===== src/rtl/core/b3h_pkg.sv =====
// Shared types, constants and the mixing function for the truncated BLAKE3 unit.
// Used by every module in rtl/core; depends on nothing else.
`timescale 1ns / 1ps
`default_nettype none

package b3h_pkg;

   // Basic word and block types.
   typedef logic [31:0] word_type;
   typedef word_type [15:0] block_type;
   typedef logic [3:0] idx_type;

   // One request as it arrives on the input channel.
   typedef struct packed {
      logic [63:0] msg_word0;
      logic [63:0] msg_word1;
      logic [63:0] msg_word2;
      logic [63:0] msg_word3;
      logic [63:0] msg_word4;
      logic [63:0] msg_word5;
      logic [63:0] msg_word6;
      logic [63:0] msg_word7;
      logic [6:0]  byte_length;
   } req_type;

   // One result as it leaves on the output channel.
   typedef struct packed {
      logic [63:0] digest_low;
      logic [63:0] digest_high;
      logic        too_long;
   } rsp_type;

   // Payload carried from stage to stage: working state and message words.
   typedef struct packed {
      logic      too_long;
      block_type v;
      block_type m;
   } stage_type;

   // Four state words that one mixing step works on.
   typedef struct packed {
      word_type a;
      word_type b;
      word_type c;
      word_type d;
   } quad_type;

   localparam int ROUNDS = 7;
   localparam logic [6:0] MAX_LEN = 7'd64;
   localparam word_type BLOCK_FLAGS = 32'd11;  // chunk start, chunk end and root

   localparam word_type IV [8] = '{
      32'h6A09E667, 32'hBB67AE85, 32'h3C6EF372, 32'hA54FF53A,
      32'h510E527F, 32'h9B05688C, 32'h1F83D9AB, 32'h5BE0CD19};

   localparam idx_type PERM [16] = '{
      4'd2, 4'd6, 4'd3, 4'd10, 4'd7, 4'd0, 4'd4, 4'd13,
      4'd1, 4'd11, 4'd12, 4'd5, 4'd9, 4'd14, 4'd15, 4'd8};

   // The quarter-round mixing function with its four fixed rotations.
   function automatic quad_type g_mix(input quad_type q, input word_type x,
                                      input word_type y);
      quad_type r;
      word_type t;
      r = q;
      r.a = r.a + r.b + x;
      t = r.d ^ r.a;
      r.d = {t[15:0], t[31:16]};
      r.c = r.c + r.d;
      t = r.b ^ r.c;
      r.b = {t[11:0], t[31:12]};
      r.a = r.a + r.b + y;
      t = r.d ^ r.a;
      r.d = {t[7:0], t[31:8]};
      r.c = r.c + r.d;
      t = r.b ^ r.c;
      r.b = {t[6:0], t[31:7]};
      return r;
   endfunction

endpackage

`default_nettype wire


===== src/rtl/core/b3h_prep.sv =====
// Input stage: masks bytes past the length and loads the initial state.
// Depends on b3h_pkg.
`timescale 1ns / 1ps
`default_nettype none

module b3h_prep (
   input  wire logic               clock,
   input  wire logic               reset,
   input  wire logic               in_valid,
   input  wire b3h_pkg::req_type   in_data,
   output logic                    in_ready,
   output logic                    out_valid,
   output b3h_pkg::stage_type      out_data,
   input  wire logic               out_ready
);

   logic               valid_ff;
   b3h_pkg::stage_type data_ff;
   b3h_pkg::stage_type data_in;
   logic [511:0]       raw;
   logic [511:0]       masked;

   // The stage moves when it is empty or its content moves on.
   assign in_ready = !valid_ff || out_ready;

   // Zero every byte at or past the length, then build the start state.
   always_comb begin
      raw = {in_data.msg_word7, in_data.msg_word6, in_data.msg_word5,
             in_data.msg_word4, in_data.msg_word3, in_data.msg_word2,
             in_data.msg_word1, in_data.msg_word0};
      for (int j = 0; j < 64; j++) begin
         masked[8*j +: 8] = (7'(j) < in_data.byte_length) ? raw[8*j +: 8] : 8'd0;
      end
      data_in.too_long = in_data.byte_length > b3h_pkg::MAX_LEN;
      data_in.m = b3h_pkg::block_type'(masked);
      for (int k = 0; k < 8; k++) begin
         data_in.v[k] = b3h_pkg::IV[k];
      end
      for (int k = 0; k < 4; k++) begin
         data_in.v[8 + k] = b3h_pkg::IV[k];
      end
      data_in.v[12] = '0;
      data_in.v[13] = '0;
      data_in.v[14] = {25'd0, in_data.byte_length};
      data_in.v[15] = b3h_pkg::BLOCK_FLAGS;
   end

   // Valid bit, cleared by reset.
   always_ff @(posedge clock) begin
      if (reset) begin
         valid_ff <= 1'b0;
      end else if (in_ready) begin
         valid_ff <= in_valid;
      end
   end

   // Payload register.
   always_ff @(posedge clock) begin
      if (in_ready && in_valid) begin
         data_ff <= data_in;
      end
   end

   assign out_valid = valid_ff;
   assign out_data  = data_ff;

endmodule

`default_nettype wire


===== config.mk =====
export PLATFORM = sky130hd
export DESIGN_NAME = b3h_prep
export DESIGN_NICKNAME = d
export VERILOG_FILES = /design/src/rtl/core/b3h_pkg.sv /design/src/rtl/core/b3h_prep.sv
export SDC_FILE = /design/constraint.sdc
export NUM_CORES = 1
export LEC_CHECK = 0
export BUFFER_PORTS_ARGS = -buffer_cell sky130_fd_sc_hd__buf_4
export CAP_MARGIN = 20
export CORE_AREA = 2 2 606 608
export DETAILED_ROUTE_END_ITERATION = 7
export DIE_AREA = 0 0 608 610
export GPL_ROUTABILITY_DRIVEN = 0
export PLACE_DENSITY_LB_ADDON = 0.15
export SLEW_MARGIN = 20
export SYNTH_ARGS = -nofsm -noshare
export SYNTH_HDL_FRONTEND = slang
export SYNTH_SLANG_ARGS = --single-unit

===== constraint.sdc =====
create_clock -name clock -period 16 [get_ports clock]
set_input_delay 0.8 -clock clock [delete_from_list [all_inputs] [get_ports clock]]
set_output_delay 0.8 -clock clock [all_outputs]
set_load 0.02 [all_outputs]

# --- Word level (Yosys, flattened, before mapping) ---
# Index checks and enable logic that the tools add are counted.
word_totals:
  inputBits: 523
  memories: 0
  rom_bits: 0
  latch_bits: 0
  output_inout_bits: 1027
  register_bits: 521
  ram_bits: 0
classes:
  n_lt_le_gt_ge: 65
  addsub: 0
  n_mul: 0
  n_div: 0
  n_shift: 0
  mux: 0
  n_bitwise: 0
  eq_ne: 0
  n_reduce_logical: 3
op_table:
  columns: ["operator", "count"]
  rows:
  - ["< comparator 6 x 7 -> 1 bit (first input constant)", 32]
  - ["< comparator 5 x 7 -> 1 bit (first input constant)", 16]
  - ["< comparator 4 x 7 -> 1 bit (first input constant)", 8]
  - ["< comparator 3 x 7 -> 1 bit (first input constant)", 4]
  - ["< comparator 1 x 7 -> 1 bit (first input constant)", 2]
  - ["< comparator 2 x 7 -> 1 bit (first input constant)", 2]
  - ["> comparator 7 bit (second input constant)", 1]
  - ["logical AND 1 bit", 1]
  - ["logical NOT 1 bit", 1]
  - ["logical OR 1 bit", 1]

# --- Depth between registers and ports, before layout ---
depth:
  depth_word: 3
  depth_mapped: 6
  depth_no_buf: 3

# --- Worst setup path before layout ---
# No wires, ideal clock.
synth_path:
  path_kind: "input port to flip-flop"
  startpoint: "input out_ready"
  endpoint: "register data_ff, in the netlist out_data[0] (enable)"
  setup_time_ns: 0.950
  n_path_buf: 0
  slack_ns: 2.221
  arrival_ns: 12.829
  cell_stages: 2
  cell_sequence: "nand2b_1 and2_1"
synth_via:
  elab_chain_len: 2
synth_rtl:
  columns: ["item", "line_no", "rtl"]
  rows:
  - ["start: declaration", "b3h_prep.sv:14", "input wire logic out_ready"]
  - ["logical OR 1 bit", "b3h_prep.sv:24", "assign in_ready = !valid_ff || out_ready;"]
  - ["logical AND 1 bit", "b3h_prep.sv:59", "if (in_ready && in_valid) begin"]
  - ["end signal: assignment", "b3h_prep.sv:60", "data_ff <= data_in;"]
  - ["end: declaration", "b3h_prep.sv:18", "b3h_pkg::stage_type data_ff;"]
# No other way between the ends.
# A chain may end at the register's enable or synchronous reset.

# --- Final worst setup path ---
layout_path:
  startpoint: "register valid_ff (netlist: out_valid)"
  endpoint: "register data_ff, in the netlist out_data[327] (enable)"
layout_via:
  elab_chain_len: 3
layout_rtl:
  columns: ["item", "line_no", "rtl"]
  rows:
  - ["start: declaration", "b3h_prep.sv:17", "logic valid_ff;"]
  - ["start signal: assignment", "b3h_prep.sv:53", "valid_ff <= in_valid;"]
  - ["logical NOT 1 bit", "b3h_prep.sv:24", null]
  - ["logical OR 1 bit", "b3h_prep.sv:24", null]
  - ["logical AND 1 bit", "b3h_prep.sv:59", null]
# No other way between the ends.

==> reports/metrics.cfg <==
[outcome]
outcome = complete, no violations

[sta]
rsz0062_at_grt = no
maxClockFrequency_mhz = 270.6
setup_violations = 0
fin_crit_ps = 3695
fin_setup_tns_ps = 0
fin_worst_skew_ps = 35.15
hold_viol = 0
slew_headroom_pct = 28.32
slew_violations = 0
worst_pin_slew_ps = 1075
fin_crit_sh_pct = 23.09

[power_and_ir_drop]
p_per_area_nw_per_um2 = 109.7
ir_worst_vdd_mv = 0.06490
p_leak_nw = 14.69

[placement]
dp_cells = 7522
port_buffers = 1044
dpl.hpwl_um = 134100

[worst_setup_path]
cp.required_ps = 16370
crit_chain = nand2b_1, and2_4, buf_12, buf_4, buf_4
crit_path_start = out_valid
cp_common_cell = buf_4
r2r_cells = 5
critPathMaxFanout = 108
arrival_ps = 4070
cp_num_buf_inv = 3
start_kind = flop
reg2reg_slack_ps = 12310
r2r_start = out_valid
crit_type = reg2reg
cp_slowest_cell = buf_4
critical_path.top_delay_family = buffers and inverters
cpPeakStageDelay_ps = 820
reg2reg_to = out_data[327]
crit_path_end_kind = flop

[clocking]
post_cts_resized = 0
htreeDepth = 3
insertion_delay_ps = 770
clkTransAtPathRegs_ps = 50
cts_tree = done
cts_buffer_depth = 4
hold_buffers = 0
postCtsSetupRepairBufs = 0
cts_root_buf = clkbuf_16
clock-sinks = 521
cts_made_buffers = 85

[route]
wl_met3_um = 11860
drc = 0
via_per_inst = 2.080
wl_met2_um = 89940
drt-met1-wl_um = 52620
antenna_left = 0
totalWireLength_um = 160500
wl_per_cell_um = 20.85
vias = 16010
drt_iter0_drc = 690
topRoutingLayerUsed = met5
drtPass1Iterations = 5

[synth]
ys_async_sr_fraction_pct = 0
synth_seq_area_share_pct = 66.34
syn_avg_cell_area_um2 = 14.15
yosysUniqueCellTypes = 44
yosys_warnings = 0
synth_seq_cells = 521
synth_edf_count = 520
yosys-top-cells-area = edfxtp_1 66%, buf_4 16%, and2_1 9.0%
syn_area_um2 = 23570
yosysMostFrequentCell = edfxtp_1
synth.largest_area_cell = edfxtp_1
yosys-top-cells-count = 520 x edfxtp_1, 508 x buf_4, 338 x and2_1, 168 x nor2b_1, 20 x a21oi_2
yosysTopAreaCellShare_pct = 66.26
dominantRegCellSynth = edfxtp_1
synthCells = 1665

[final_layout]
nets = 3316
instances_no_fill = 7699
final_layout_size_suffix_gt1_share_pct = 42.91
area_growth_syn_to_layout_pct = 62.58

[hold_path]
min_from = reset
hold_path.class = in2reg
whs_path_depth = 2
hold_end = out_valid

[global_routing]
grt_max_degree = 133
overflow = 0
grt_pass1_vias = 15550
grt_pass1_wl_um = 193600
antenna_found_initial = 81
track_usage_pct = 8.238

[die]
coreArea_um2 = 364400
die_w_um = 608
initial_utilization_pct = 6.467
die_h_um = 610
num_rows = 222
dieArea_um2 = 370900
ioPinCount = 1550

[flow_run]
cap_viol_max_count = 0

-- state kept, by name, indices dropped and copies added, names as in the netlist --
signal     count
out_data     520
out_valid      1
-- cell type report --
class / instances / area, µm²
Timing Repair Buffer: 1064 / 8013
Inverter: 3 / 11.26
Clock inverter: 44 / 412.9
Sequential cell: 521 / 15640
Clock buffer: 105 / 2202
Antenna cell: 28 / 70.07
Tap cell: 4816 / 6026
Fill cell: 41880 / 326100
Multi-Input combinational cell: 1118 / 5943
-- cell families (layout without fill, tap and decap cells) --
family	Yosys count	count (layout)	share of synthesized area [%]
and+or+nand+nor	554	554	14.87
DFF	521	521	66.34
buffers and inverters	529	1216	16.77
AOI/OAI and AO/OA	59	59	1.980
other	2	533	0.03187
-- placed cells by master, fill, tap and decap left out, types with 3 or more instances in the layout --
cell / netlist / routed
bufinv_16: 0 / 6
o21ai_2: 3 / 5
buf_4: 508 / 1062
clkinvlp_4: 0 / 4
a21oi_1: 10 / 7
a21oi_4: 0 / 3
edfxtp_1: 520 / 520
a21oi_2: 20 / 20
conb_1: 2 / 505
clkbuf_1: 5 / 20
and2b_1: 9 / 9
nor2_1: 4 / 4
nor2b_1: 168 / 168
nand3_1: 3 / 3
a22oi_2: 4 / 4
clkinv_2: 0 / 11
nand2_1: 14 / 14
diode_2: 0 / 28
clkbuf_16: 0 / 85
and2_1: 338 / 337
clkinv_1: 0 / 16
o21ai_1: 7 / 4
-- power breakdown --
part	internal (mW)	switching, mW
Sequential	1.62	0.0354
Combinational	0.236	0.470
Clock	1.07	0.767
-- metal layers --
| layer | global-route usage (%) | up-vias |
|---|---|---|
| met5 | 0 | - |
| met4 | 3.235 | 26 |
| met3 | 2.805 | 223 |
| met2 | 16.11 | 952 |
| met1 | 7.767 | 7834 |
| li1 | - | 6976 |
-- stage by stage --
stage	hold WS (ps)	cell area, µm²	worst slack, ps	power [mW]	utilization (%)
CTS	95.97	38240	12000	4.349	10.49
detailed placement	623.1	35630	11460	2.425	9.776
global route	162.3	38270	11950	4.396	10.50
floorplan	729.0	25450	2221	2.132	-
global placement	668.6	35620	11460	2.428	9.774
finish	212.0	38310	12310	4.202	10.51
-- worst max path at each step --
stage                     to  slack [ps]  cells past startpoint
4_1_cts         out_data[21]       12000                      5
3_5_place_dp     out_data[4]       11460                      6
6_report       out_data[327]       12310                      5
3_3_place_gp     out_data[4]       11460                      6
2_1_floorplan    out_data[0]        2220                      2
5_1_grt        out_data[322]       11950                      5
Note: power is estimated with default switching activity, not from simulation.
